File: src/rtl/cpdd_pkg.sv
// shared types, widths and constants of the cascaded pd / pi drive controller
package cpdd_pkg;

  localparam int POS_W   = 9;   // ball and target coordinates
  localparam int PERR_W  = 10;  // integer position error
  localparam int TG_W    = 12;  // q4.8 turn gain
  localparam int GAIN_W  = 16;  // q8.8 loop gains
  localparam int CFG_W   = 16;  // widest register
  localparam int IDX_W   = 3;
  localparam int VEL_W   = 19;  // saturated velocity, 8 fraction bits
  localparam int TURN_W  = 23;  // floored turn term
  localparam int MIX_W   = 25;  // wheel target minus measured speed
  localparam int ERR_W   = 22;  // saturated speed error
  localparam int MUL_A_W = 23;  // signed multiplier operand
  localparam int MAC_W   = 41;  // multiply-accumulate register
  localparam int OUT_W   = 13;  // pwm output

  localparam logic [IDX_W-1:0] REG_AIM_X      = 3'd0;
  localparam logic [IDX_W-1:0] REG_AIM_Y      = 3'd1;
  localparam logic [IDX_W-1:0] REG_STEER_GAIN = 3'd2;
  localparam logic [IDX_W-1:0] REG_POS_KP     = 3'd3;
  localparam logic [IDX_W-1:0] REG_POS_KD     = 3'd4;
  localparam logic [IDX_W-1:0] REG_SPD_KP     = 3'd5;
  localparam logic [IDX_W-1:0] REG_SPD_KI     = 3'd6;

  localparam logic signed [ERR_W-1:0] ERR_HI = {1'b0, {(ERR_W-1){1'b1}}};
  localparam logic signed [ERR_W-1:0] ERR_LO = {1'b1, {(ERR_W-1){1'b0}}};

  typedef struct packed {
    logic [POS_W-1:0]  aim_x;
    logic [POS_W-1:0]  aim_y;
    logic [TG_W-1:0]   steer_gain;
    logic [GAIN_W-1:0] pos_kp;
    logic [GAIN_W-1:0] pos_kd;
    logic [GAIN_W-1:0] spd_kp;
    logic [GAIN_W-1:0] spd_ki;
  } cfg_t;

  typedef struct packed {
    logic en;
    logic clr;
  } mac_ctl_t;

  typedef enum logic [12:0] {
    ST_IDLE = 13'b0000000000001,
    ST_PX0  = 13'b0000000000010,
    ST_PX1  = 13'b0000000000100,
    ST_PY0  = 13'b0000000001000,
    ST_PY1  = 13'b0000000010000,
    ST_TURN = 13'b0000000100000,
    ST_MIX  = 13'b0000001000000,
    ST_L0   = 13'b0000010000000,
    ST_L1   = 13'b0000100000000,
    ST_R0   = 13'b0001000000000,
    ST_R1   = 13'b0010000000000,
    ST_FIN  = 13'b0100000000000,
    ST_OUT  = 13'b1000000000000
  } state_t;

  // clamp a wheel error to the speed error range
  function automatic logic signed [ERR_W-1:0] sat_err(input logic signed [MIX_W-1:0] v);
    logic signed [ERR_W-1:0] r;
    if (v > MIX_W'(ERR_HI)) r = ERR_HI;
    else if (v < MIX_W'(ERR_LO)) r = ERR_LO;
    else r = v[ERR_W-1:0];
    return r;
  endfunction

endpackage

File: src/rtl/cascaded_pid_differential_drive.sv
// cascaded pd position / incremental pi speed controller for a two-wheel drive
//
//  channel | signals                                          | direction
//  in      | in_valid in_ready ball_x ball_y left/right_speed | to block
//  out     | out_valid out_ready duty_left duty_right         | from block
//  cfg     | cfg_we cfg_index cfg_data                        | to block
//
// one item passes through 12 sequencer steps that use one shared 23x17
// multiply-accumulate unit (nine products), after the idle state that takes it.
// synchronous reset restores register defaults and clears all loop state.
// a result not yet taken holds the sequencer in its last step; the next
// input is taken once the result is loaded into the output register.
module cascaded_pid_differential_drive #(
  parameter int SPEED_BITS = 12,
  parameter int POS_LIMIT  = 300,
  parameter int PWM_LIMIT  = 3000
) (
  input  logic                              clk,
  input  logic                              rst,
  input  logic                              in_valid,
  output logic                              in_ready,
  input  logic [cpdd_pkg::POS_W-1:0]        ball_x,
  input  logic [cpdd_pkg::POS_W-1:0]        ball_y,
  input  logic signed [SPEED_BITS-1:0]      left_speed,
  input  logic signed [SPEED_BITS-1:0]      right_speed,
  output logic                              out_valid,
  input  logic                              out_ready,
  output logic signed [cpdd_pkg::OUT_W-1:0] duty_left,
  output logic signed [cpdd_pkg::OUT_W-1:0] duty_right,
  input  logic                              cfg_we,
  input  logic [cpdd_pkg::IDX_W-1:0]        cfg_index,
  input  logic [cpdd_pkg::CFG_W-1:0]        cfg_data
);
  import cpdd_pkg::*;

  localparam int PWM_Q = PWM_LIMIT * 256;
  localparam int ACC_W = $clog2(PWM_Q + 1) + 1;
  localparam int SUM_W = MAC_W - 8 + 1;
  localparam logic signed [MAC_W-1:0] POS_HI = MAC_W'(POS_LIMIT * 256);
  localparam logic signed [MAC_W-1:0] POS_LO = -POS_HI;
  localparam logic signed [SUM_W-1:0] PWM_HI = SUM_W'(PWM_Q);
  localparam logic signed [SUM_W-1:0] PWM_LO = -PWM_HI;

  cfg_t     cfg;
  mac_ctl_t mac_ctl;
  state_t   state, state_next;

  logic signed [MUL_A_W-1:0] mac_a;
  logic [GAIN_W-1:0]         mac_b;
  logic signed [MAC_W-1:0]   mac;

  logic [POS_W-1:0]           bx, by;
  logic signed [SPEED_BITS-1:0] sl, sr;
  logic signed [PERR_W-1:0]   prev_x, prev_y;
  logic signed [VEL_W-1:0]    vx, vy;
  logic signed [ERR_W-1:0]    err_l, err_r, prev_l, prev_r;
  logic signed [ACC_W-1:0]    acc_l, acc_r;

  logic signed [PERR_W-1:0]   err_x, err_y;
  logic signed [VEL_W-1:0]    vel_sat;
  logic signed [TURN_W-1:0]   turn;
  logic signed [MIX_W-1:0]    tgt_l, tgt_r, sl_q, sr_q;
  logic signed [ACC_W-1:0]    acc_cur, acc_new;
  logic signed [SUM_W-1:0]    acc_sum;
  logic signed [SUM_W-1:0]    ql, qr;

  cpdd_cfg u_cfg (
    .clk       (clk),
    .rst       (rst),
    .cfg_we    (cfg_we),
    .cfg_index (cfg_index),
    .cfg_data  (cfg_data),
    .cfg       (cfg)
  );

  cpdd_mac u_mac (
    .clk (clk),
    .ctl (mac_ctl),
    .a   (mac_a),
    .b   (mac_b),
    .acc (mac)
  );

  assign in_ready = (state == ST_IDLE);

  assign err_x = $signed({1'b0, cfg.aim_x}) - $signed({1'b0, bx});
  assign err_y = $signed({1'b0, cfg.aim_y}) - $signed({1'b0, by});

  // position pd output clamp
  always_comb begin
    if (mac > POS_HI) vel_sat = POS_HI[VEL_W-1:0];
    else if (mac < POS_LO) vel_sat = POS_LO[VEL_W-1:0];
    else vel_sat = mac[VEL_W-1:0];
  end

  // differential mixing and speed errors
  assign turn  = mac[TURN_W+7:8];
  assign sl_q  = {{(MIX_W-SPEED_BITS-8){sl[SPEED_BITS-1]}}, sl, 8'd0};
  assign sr_q  = {{(MIX_W-SPEED_BITS-8){sr[SPEED_BITS-1]}}, sr, 8'd0};
  assign tgt_l = MIX_W'(vy) - MIX_W'(turn) - sl_q;
  assign tgt_r = MIX_W'(vy) + MIX_W'(turn) - sr_q;

  // pwm accumulator update, floored increment
  assign acc_cur = (state == ST_R0) ? acc_l : acc_r;
  assign acc_sum = SUM_W'(acc_cur) + SUM_W'($signed(mac[MAC_W-1:8]));
  always_comb begin
    if (acc_sum > PWM_HI) acc_new = PWM_HI[ACC_W-1:0];
    else if (acc_sum < PWM_LO) acc_new = PWM_LO[ACC_W-1:0];
    else acc_new = acc_sum[ACC_W-1:0];
  end

  // truncate toward zero
  assign ql = (SUM_W'(acc_l) >>> 8) + SUM_W'(acc_l < 0 && acc_l[7:0] != 8'd0);
  assign qr = (SUM_W'(acc_r) >>> 8) + SUM_W'(acc_r < 0 && acc_r[7:0] != 8'd0);

  // sequencer and operand select
  always_comb begin
    state_next  = state;
    mac_ctl.en  = 1'b0;
    mac_ctl.clr = 1'b0;
    mac_a       = '0;
    mac_b       = '0;
    case (state)
      ST_IDLE: if (in_valid) state_next = ST_PX0;
      ST_PX0: begin
        mac_ctl = '{en: 1'b1, clr: 1'b1};
        mac_a = MUL_A_W'(err_x);
        mac_b = cfg.pos_kp;
        state_next = ST_PX1;
      end
      ST_PX1: begin
        mac_ctl = '{en: 1'b1, clr: 1'b0};
        mac_a = MUL_A_W'(err_x) - MUL_A_W'(prev_x);
        mac_b = cfg.pos_kd;
        state_next = ST_PY0;
      end
      ST_PY0: begin
        mac_ctl = '{en: 1'b1, clr: 1'b1};
        mac_a = MUL_A_W'(err_y);
        mac_b = cfg.pos_kp;
        state_next = ST_PY1;
      end
      ST_PY1: begin
        mac_ctl = '{en: 1'b1, clr: 1'b0};
        mac_a = MUL_A_W'(err_y) - MUL_A_W'(prev_y);
        mac_b = cfg.pos_kd;
        state_next = ST_TURN;
      end
      ST_TURN: begin
        mac_ctl = '{en: 1'b1, clr: 1'b1};
        mac_a = MUL_A_W'(vx);
        mac_b = GAIN_W'(cfg.steer_gain);
        state_next = ST_MIX;
      end
      ST_MIX: state_next = ST_L0;
      ST_L0: begin
        mac_ctl = '{en: 1'b1, clr: 1'b1};
        mac_a = MUL_A_W'(err_l) - MUL_A_W'(prev_l);
        mac_b = cfg.spd_kp;
        state_next = ST_L1;
      end
      ST_L1: begin
        mac_ctl = '{en: 1'b1, clr: 1'b0};
        mac_a = MUL_A_W'(err_l);
        mac_b = cfg.spd_ki;
        state_next = ST_R0;
      end
      ST_R0: begin
        mac_ctl = '{en: 1'b1, clr: 1'b1};
        mac_a = MUL_A_W'(err_r) - MUL_A_W'(prev_r);
        mac_b = cfg.spd_kp;
        state_next = ST_R1;
      end
      ST_R1: begin
        mac_ctl = '{en: 1'b1, clr: 1'b0};
        mac_a = MUL_A_W'(err_r);
        mac_b = cfg.spd_ki;
        state_next = ST_FIN;
      end
      ST_FIN: state_next = ST_OUT;
      ST_OUT: if (!out_valid || out_ready) state_next = ST_IDLE;
      default: state_next = ST_IDLE;
    endcase
  end

  always_ff @(posedge clk) begin
    if (rst) begin
      state  <= ST_IDLE;
      prev_x <= '0;
      prev_y <= '0;
      prev_l <= '0;
      prev_r <= '0;
      acc_l  <= '0;
      acc_r  <= '0;
    end else begin
      state <= state_next;
      case (state)
        ST_PX1:  prev_x <= err_x;
        ST_PY1:  prev_y <= err_y;
        ST_L1:   prev_l <= err_l;
        ST_R0:   acc_l  <= acc_new;
        ST_R1:   prev_r <= err_r;
        ST_FIN:  acc_r  <= acc_new;
        default: ;
      endcase
    end
  end

  // item payload and intermediate values
  always_ff @(posedge clk) begin
    case (state)
      ST_IDLE: begin
        if (in_valid) begin
          bx <= ball_x;
          by <= ball_y;
          sl <= left_speed;
          sr <= right_speed;
        end
      end
      ST_PY0:  vx <= vel_sat;
      ST_TURN: vy <= vel_sat;
      ST_MIX: begin
        err_l <= sat_err(tgt_l);
        err_r <= sat_err(tgt_r);
      end
      default: ;
    endcase
  end

  // output register
  always_ff @(posedge clk) begin
    if (rst) begin
      out_valid <= 1'b0;
    end else if (state == ST_OUT && (!out_valid || out_ready)) begin
      out_valid <= 1'b1;
    end else if (out_ready) begin
      out_valid <= 1'b0;
    end
  end

  always_ff @(posedge clk) begin
    if (state == ST_OUT && (!out_valid || out_ready)) begin
      duty_left  <= ql[OUT_W-1:0];
      duty_right <= qr[OUT_W-1:0];
    end
  end

  a_busy_after_transfer: assert property (@(posedge clk) disable iff (rst)
    in_valid && in_ready |=> !in_ready)
    else $error("input taken while a transfer is in progress");

  a_acc_l_bound: assert property (@(posedge clk) disable iff (rst)
    SUM_W'(acc_l) <= PWM_HI && SUM_W'(acc_l) >= PWM_LO)
    else $error("left pwm accumulator out of range");

  a_acc_r_bound: assert property (@(posedge clk) disable iff (rst)
    SUM_W'(acc_r) <= PWM_HI && SUM_W'(acc_r) >= PWM_LO)
    else $error("right pwm accumulator out of range");

  a_result_load: assert property (@(posedge clk) disable iff (rst)
    state == ST_OUT && (!out_valid || out_ready) |=> out_valid && in_ready)
    else $error("result not loaded at end of sequence");

  a_result_wait: assert property (@(posedge clk) disable iff (rst)
    state == ST_OUT && out_valid && !out_ready |=> state == ST_OUT)
    else $error("sequencer left while result pending");

endmodule

File: src/rtl/cpdd_cfg.sv
// configuration register file
module cpdd_cfg (
  input  logic                       clk,
  input  logic                       rst,
  input  logic                       cfg_we,
  input  logic [cpdd_pkg::IDX_W-1:0] cfg_index,
  input  logic [cpdd_pkg::CFG_W-1:0] cfg_data,
  output cpdd_pkg::cfg_t             cfg
);
  import cpdd_pkg::*;

  always_ff @(posedge clk) begin
    if (rst) begin
      cfg.aim_x      <= POS_W'(160);
      cfg.aim_y      <= POS_W'(160);
      cfg.steer_gain <= TG_W'(256);
      cfg.pos_kp     <= GAIN_W'(6477);
      cfg.pos_kd     <= GAIN_W'(128);
      cfg.spd_kp     <= GAIN_W'(128);
      cfg.spd_ki     <= GAIN_W'(768);
    end else if (cfg_we) begin
      case (cfg_index)
        REG_AIM_X:      cfg.aim_x      <= cfg_data[POS_W-1:0];
        REG_AIM_Y:      cfg.aim_y      <= cfg_data[POS_W-1:0];
        REG_STEER_GAIN: cfg.steer_gain <= cfg_data[TG_W-1:0];
        REG_POS_KP:     cfg.pos_kp     <= cfg_data[GAIN_W-1:0];
        REG_POS_KD:     cfg.pos_kd     <= cfg_data[GAIN_W-1:0];
        REG_SPD_KP:     cfg.spd_kp     <= cfg_data[GAIN_W-1:0];
        REG_SPD_KI:     cfg.spd_ki     <= cfg_data[GAIN_W-1:0];
        default: ;
      endcase
    end
  end

endmodule

File: src/rtl/cpdd_mac.sv
// shared signed by unsigned multiply-accumulate unit
module cpdd_mac (
  input  logic                               clk,
  input  cpdd_pkg::mac_ctl_t                 ctl,
  input  logic signed [cpdd_pkg::MUL_A_W-1:0] a,
  input  logic [cpdd_pkg::GAIN_W-1:0]        b,
  output logic signed [cpdd_pkg::MAC_W-1:0]  acc
);
  import cpdd_pkg::*;

  logic signed [GAIN_W:0]  b_s;
  logic signed [MAC_W-1:0] prod;
  logic signed [MAC_W-1:0] base;

  assign b_s  = $signed({1'b0, b});
  assign prod = MAC_W'(a * b_s);
  assign base = ctl.clr ? '0 : acc;

  always_ff @(posedge clk) begin
    if (ctl.en) begin
      acc <= base + prod;
    end
  end

endmodule

File: config.mk
export PLATFORM = sky130hd
export DESIGN_NAME = cascaded_pid_differential_drive
export DESIGN_NICKNAME = d
export VERILOG_FILES = /design/src/rtl/cpdd_pkg.sv /design/src/rtl/cascaded_pid_differential_drive.sv /design/src/rtl/cpdd_cfg.sv /design/src/rtl/cpdd_mac.sv
export SDC_FILE = /design/constraint.sdc
export NUM_CORES = 2
export LEC_CHECK = 0
export BUFFER_PORTS_ARGS = -buffer_cell sky130_fd_sc_hd__buf_2
export CAP_MARGIN = 20
export CORE_MARGIN = 2
export CORE_UTILIZATION = 60
export CTS_BUF_LIST = sky130_fd_sc_hd__clkbuf_8
export CTS_CLUSTER_SIZE = 40
export DETAILED_ROUTE_END_ITERATION = 10
export PLACE_DENSITY = 0.81
export SLEW_MARGIN = 30
export SYNTH_ARGS = -nofsm -noshare
export SYNTH_HDL_FRONTEND = slang
export SYNTH_SLANG_ARGS = --single-unit
File: constraint.sdc
create_clock -name clk -period 12 [get_ports clk]
set_clock_uncertainty 0.1 [all_clocks]
set_input_delay 1.2 -clock clk [delete_from_list [all_inputs] [get_ports clk]]
set_output_delay 1.2 -clock clk [all_outputs]
set_load 0.02 [all_outputs]
# Word level (Yosys, flattened, before mapping)
# Index checks and enable logic that the tools add are counted.
[classes]
addsub = 14
mul = 1
magnitude_cmp = 10
n_eq_ne = 21
n_mux = 16
reduce_logical = 24
[ops]
columns = ["cell", "count"]
rows = [
  ["23-bit one-hot mux with 9 select lines", 1],
  ["13-bit one-hot mux with 13 select lines", 1],
  ["16-bit one-hot mux with 5 select lines", 1],
  ["21-bit 2-to-1 mux", 3],
  ["25-bit by 22-bit greater-than comparator with 1-bit output (second input constant)", 2],
  ["25-bit by 22-bit < comparator with 1-bit output (second input constant)", 2],
  ["24-bit by 20-bit subtractor with 25-bit output", 2],
  ["22-bit by 22-bit subtractor with 23-bit output", 2],
  ["22-bit 2-to-1 mux", 2],
  ["21-bit by 1-bit < comparator with 1-bit output (second input constant)", 2],
  ["41-bit adder", 1],
  ["41-bit by 18-bit greater-than comparator with 1-bit output (second input constant)", 1],
  ["41-bit by 18-bit < comparator with 1-bit output (second input constant)", 1],
  ["41-bit 2-to-1 mux", 1],
  ["23-bit by 17-bit multiplier with 40-bit output", 1],
  ["19-bit 2-to-1 mux", 2],
  ["21-bit by 33-bit adder with 34-bit output", 1],
  ["34-bit by 21-bit greater-than comparator with 1-bit output (second input constant)", 1],
  ["34-bit by 21-bit < comparator with 1-bit output (second input constant)", 1],
  ["13-bit by 1-bit adder with 13-bit output", 2],
  ["13-bit 2-to-1 mux", 2],
  ["19-bit by 23-bit adder with 24-bit output", 1],
  ["19-bit by 23-bit subtractor with 24-bit output", 1],
  ["10-bit by 10-bit subtractor with 11-bit output", 2],
  ["30 further kinds", 50],
]
[totals]
ff_bits = 405
inputBits = 66
output_inout_bits = 28
wordCells = 112

# Logic depth before layout (Yosys ltp)
[logic_depth]
depth_word = 6
ltp_mapped = 56

# By module
# A second synthesis with hierarchy kept.
[unflattened]
hier_cells = 4479
area_unflattened_um2 = 40856.7
[modules_own_cells]
columns = ["mod", "instances", "cells_each", "area_each_um2"]
rows = [
  ["cascaded_pid_differential_drive", 1, 2347, 20395.8],
  ["cpdd_mac", 1, 1785, 16693.5],
  ["cpdd_cfg", 1, 347, 3767.4],
]

# Least setup slack after synthesis
# No wires, ideal clock.
[synth_path]
path_type = "register -> register"
from = "reg, netlist name u_cfg.cfg[85]"
to = "reg u_mac.acc[40] in the netlist's numbering, data pin"
t_arrival_ns = 11.654
required_ns = 11.631
setup_slack_ns = -0.024
stages_incl_launch_ff = 55
cell_sequence = "dfxtp_1 -> inv_1 -> ha_1 -> inv_1 -> fa_1 -> a21o_1 -> a21oi_1 -> o21bai_1 -> a21oi_1 -> o21bai_1 -> a21oi_1 -> xnor2_1 -> ha_1 -> nor3_1 -> mux2i_1 -> nor2_1 -> a31oi_1 -> o21ai_0 -> (+19 left out) -> o21ai_0 -> a21oi_1 -> o21ai_0 -> o21a_1 -> nor2_1 -> xnor2_1 -> ha_1 -> buf_1 -> a21o_1 -> a21oi_1 -> o21ai_1 -> a221o_1 -> nor4_1 -> o21ai_1 -> a211oi_1 -> o21ai_0 -> o41ai_1 -> xor3_1"
[synth_via]
elab_chain_cells = 5
[synth_rtl]
columns = ["item", "line", "text"]
rows = [
  ["9-bit by 9-bit subtractor with 10-bit output (*)", "cascaded_pid_differential_drive.sv:86", "assign err_x = $signed({1'b0, cfg.aim_x}) - $signed({1'b0, bx});"],
  ["named net err_x[8]", "cascaded_pid_differential_drive.sv:59", "logic signed [PERR_W-1:0] err_x, err_y;"],
  ["10-bit by 10-bit subtractor with 11-bit output", "cascaded_pid_differential_drive.sv:133", "mac_a = MUL_A_W'(err_x) - MUL_A_W'(prev_x);"],
  ["23-bit one-hot mux with 9 select lines (*)", "cascaded_pid_differential_drive.sv:123", "case (state)"],
  ["23-bit by 17-bit multiplier with 40-bit output (*)", "cpdd_mac.sv:16", "assign prod = MAC_W'(a * b_s);"],
  ["41-bit adder (*)", "cpdd_mac.sv:21", "acc <= base + prod;"],
  ["to (signal assigned)", "cpdd_mac.sv:21", ""],
  ["to (decl)", "cpdd_mac.sv:7", "output logic signed [cpdd_pkg::MAC_W-1:0] acc"],
]
# The timed path passes the listed nets; every way through them passes the cells marked *.
# A chain may end at the register's enable or synchronous reset.

# Worst setup path in the final report
[layout_path]
from = "reg by[1]"
to = "reg u_mac.acc[39] in the netlist's numbering, data pin"
[layout_via]
elab_chain_cells = 5
[layout_rtl]
columns = ["item", "line", "text"]
rows = [
  ["from (decl)", "cascaded_pid_differential_drive.sv:52", "logic [POS_W-1:0] bx, by;"],
  ["from (signal assigned)", "cascaded_pid_differential_drive.sv:215", "by <= ball_y;"],
  ["9-bit by 9-bit subtractor with 10-bit output (*)", "cascaded_pid_differential_drive.sv:87", "assign err_y = $signed({1'b0, cfg.aim_y}) - $signed({1'b0, by});"],
  ["named net err_y[5]", "cascaded_pid_differential_drive.sv:59", ""],
  ["10-bit by 10-bit subtractor with 11-bit output", "cascaded_pid_differential_drive.sv:145", "mac_a = MUL_A_W'(err_y) - MUL_A_W'(prev_y);"],
  ["23-bit one-hot mux with 9 select lines (*)", "cascaded_pid_differential_drive.sv:123", ""],
  ["23-bit by 17-bit multiplier with 40-bit output (*)", "cpdd_mac.sv:16", ""],
  ["41-bit adder (*)", "cpdd_mac.sv:21", ""],
]
# Marks and branches as above.

==> key figures <==
Worst setup path
  • Reg2reg path depth: between 40 and 50
  • Maximum fanout along the worst path: 9
  • Most frequent CP cell: fa_1
  • Largest stage delay on the critical path: 690 ps
  • Worst setup EP type: register
  • Crit path arrival time: between 10000 and 15000 ps
  • Reg2Reg Setup Slack: approximately 320 ps
  • Critical Path Slowest Stage Cell: or4b_2
  • Critical path type: register to register
  • Category of the worst setup path launch point: register
  • Required time of the worst setup path: 12320 ps
  • Depth of the critical timing path with buffers and inverters included: between 40 and 50
  • Crit path buffers/inverters: 8
  • Crit-path leading delay family: compound AO/OA/AOI/OAI gates

Route
  • Ratio of routed vias to standard cells: around 6.0
  • Iter 0 DRT Violations: approximately 3400
  • Via Count: 34770
  • Count of antenna-violating nets left after detailed routing: 0
  • Detailed Routing Iterations Pass 1: 6
  • Total DRC errors in the routed layout: 0
  • Drt wl/cell: approximately 20 um
  • Wire length reported by the detailed router: ~120000 um

Logic synthesis
  • Mean instance size in the synthesized netlist: 8.721 sq um
  • Fraction of registers with async set/reset: 0%
  • Synth Register Bits: between 400 and 500
  • Cell types with the highest counts after synthesis: 711 x inv_1, 702 x nand2_1, 402 x fa_1, 320 x ha_1, 320 x nor2_1
  • Most common flop cell mapped by yosys: dfxtp_1
  • EDFF count, synth: approximately 190
  • Area leader, netlist: fa_1
  • Post-Syn Nets: ~5500
  • Cells after Synth: about 4700
  • Share of the yosys chip area belonging to registers: around a quarter
  • Synthesis warning total: 0
  • Distinct cells, synth: approximately 110
  • Top cell type's share of synthesized area: 19.68%
  • Mapped Area: about 40000 sq um
  • Top area cells in the synthesized netlist: fa_1 20%, edfxtp_1 14%, dfxtp_1 10%
  • Most frequent cell after synthesis: inv_1

STA
  • F_max: between 80 and 90 MHz
  • Max-slew violation total from the final report: 0
  • Headroom to the max-slew limit: a little under a third
  • Final hold violation count: 0
  • Transition time at the pin with the least slew margin: 1026 ps
  • Number of endpoints failing setup at the final stage: 0
  • Tmin final: ~12000 ps
  • Period utilization: 97.33%

Clocking
  • Root cell of the clock tree: clkbuf_8
  • Max Root-Sink Buffers: 3
  • Clock latency at the later pin of the worst-skew pair: 700 ps
  • Clock tree sinks: 405
  • TritonCTS clock tree: built
  • Clock Pin Slew Worst Setup and Hold Paths: around 60 ps
  • Hold bufs inserted after CTS: 0
  • Number of levels in the clock H-tree: 3
  • Clock buffer count from CTS: 74

Pwr
  • Clock network fraction of total power: between 30% and 40%
  • Switching pwr: about 0.97 mW
  • Pwr/cell area: roughly 75 nW/um^2
  • Worst ir drop on vdd: ~0.09 mV
  • Combinational power share: between 10% and 20%
  • Cell-internal power: around 2.4 mW
  • Sequential fraction of design power: 44.7%
  • Switching part of the total power: between 20% and 30%
  • Total power: roughly 3.4 mW
  • Leakage power figure: roughly 20 nW

Layout
  • Layout overhead on the synthesized area: 9.883%
  • Share of cells above drive strength 1: between 10% and 20%
  • Total number of nets in the final design: about 5700
  • Final standard cell utilization of the core: 66.81%

GRT
  • Sum of overflow across all layers after global routing: 0
  • First-pass GRT wire length: 184800 um
  • Largest net degree at the start of global routing: between 100 and 150
  • Number of global-route vias before repair: 34510
  • Initial antenna violation count: 0
  • Overall Global Routing Usage: approximately a third

Outcome
  • Run status: finished, final reports clean

Placed design
  • Count of port buffers added during placement: 93
  • RePlAce Congestion: approximately 1
  • Dpl hpwl: roughly 91000 um

Floorplan
  • Full die area: 70280 sq um
  • Initial Util: around 61%
  • Die Span Y: between 200 and 300 um
  • Placeable Area: 67280 sq um
  • Die boundary width: around 270 um
  • Row Count: 95
  • Number of primary I/O pins: between 90 and 100

Job
  • Maxcap violations: 0

Worst hold path
  • Hold path depth: 2
  • Type of the most critical hold path: register to register
==> through the flow <==
step                worst slack (ps)  instance area, sq um  cells  hold slack, ps  TNS (ps)
floorplan                      32.05                 40910   4690           331.9         0
global placement               87.53                 43020   5641           338.1         0
detailed placement            -126.9                 43050   5641           344.1    -126.9
CTS                            42.13                 44500   5771           351.5         0
global route                  -107.1                 44940   5791           367.0    -205.8
finish                         321.0                 44950   5794           352.1         0
==> area by class of cell <==
class	instances	area, sq um
clock inverter	46	272.8
antenna	3	7.507
sequential	405	10020
multi-input combinational	3403	27860
inverter	711	2673
timing repair buffer	269	1867
clock buffer	84	1156
fill	5315	22330
tap	873	1092
==> tightest hold or removal path, cell delays in order, from the launching register on <==
cell and delay (ps):
dfxtp_1 300, nand2_1 50, a21oi_1 50
==> state kept, by name (all words and copies together) (netlist names), 13 cells and up <==
signal / flops
u_cfg.cfg: 94
u_mac.acc: 41
err_l: 22
err_r: 22
prev_l: 22
prev_r: 22
acc_l: 21
acc_r: 21
vx: 19
vy: 19
duty_left: 13
duty_right: 13
state: 13
==> layer usage <==
metal,wire [um],global-route usage [%]
met1,44980,43.06
met5,0,0
met2,55860,55.40
met3,10090,5.119
met4,5489,15.06
==> power by group through the flow <==
stage	logic, mW	registers, mW	clock network (mW)
after floorplan	0.371	1.52	0
after global placement	0.504	1.53	0
after detailed placement	0.522	1.53	0
after CTS	0.528	1.50	1.31
after global routing	0.597	1.50	1.37
final	0.547	1.50	1.31
==> cells in the final DEF (no fill, tap or decap), drive strengths merged, types with 72 or more instances in the layout <==
| cell | count |
|---|---|
| and2 | 72 |
| a21oi | 322 |
| a21o | 127 |
| nand2 | 703 |
| nor2 | 320 |
| edfxtp | 191 |
| xnor2 | 137 |
| fa | 402 |
| o21ai | 128 |
| buf | 268 |
| clkbuf | 85 |
| nand3 | 74 |
| dfxtp | 214 |
| inv | 734 |
| xor2 | 76 |
| ha | 320 |
==> timing repair <==
| item | 4_1_cts | 5_1_grt |
|---|---|---|
| resized for setup | 4 | 57 |
| gates cloned | 0 | 1 |
| pin swaps | 0 | 35 |
| buffers inserted | 0 | 18 |
| setup endpoints to repair | 1 | 12 |
==> logic make-up after synthesis <==
| group | count (synthesis) | synth area share [%] |
|---|---|---|
| xor gates and xnor gates | 214 | 4.619 |
| AOI/OAI and AO/OA | 951 | 15.96 |
| adders and majority gates | 722 | 29.46 |
| buffers and inverters | 882 | 8.336 |
| and+or+nand+nor | 1508 | 16.93 |
| DFF | 405 | 24.50 |
| muxes | 8 | 0.1988 |
==> worst paths after layout <==
path	to	startpoint
hold reg to reg	u_cfg.cfg[46]	u_cfg.cfg[46]
setup / recovery	u_mac.acc[39]	by[1]
setup reg to reg	u_mac.acc[39]	by[1]
hold / removal	u_cfg.cfg[46]	u_cfg.cfg[46]
(Power assumes the default switching activity.)
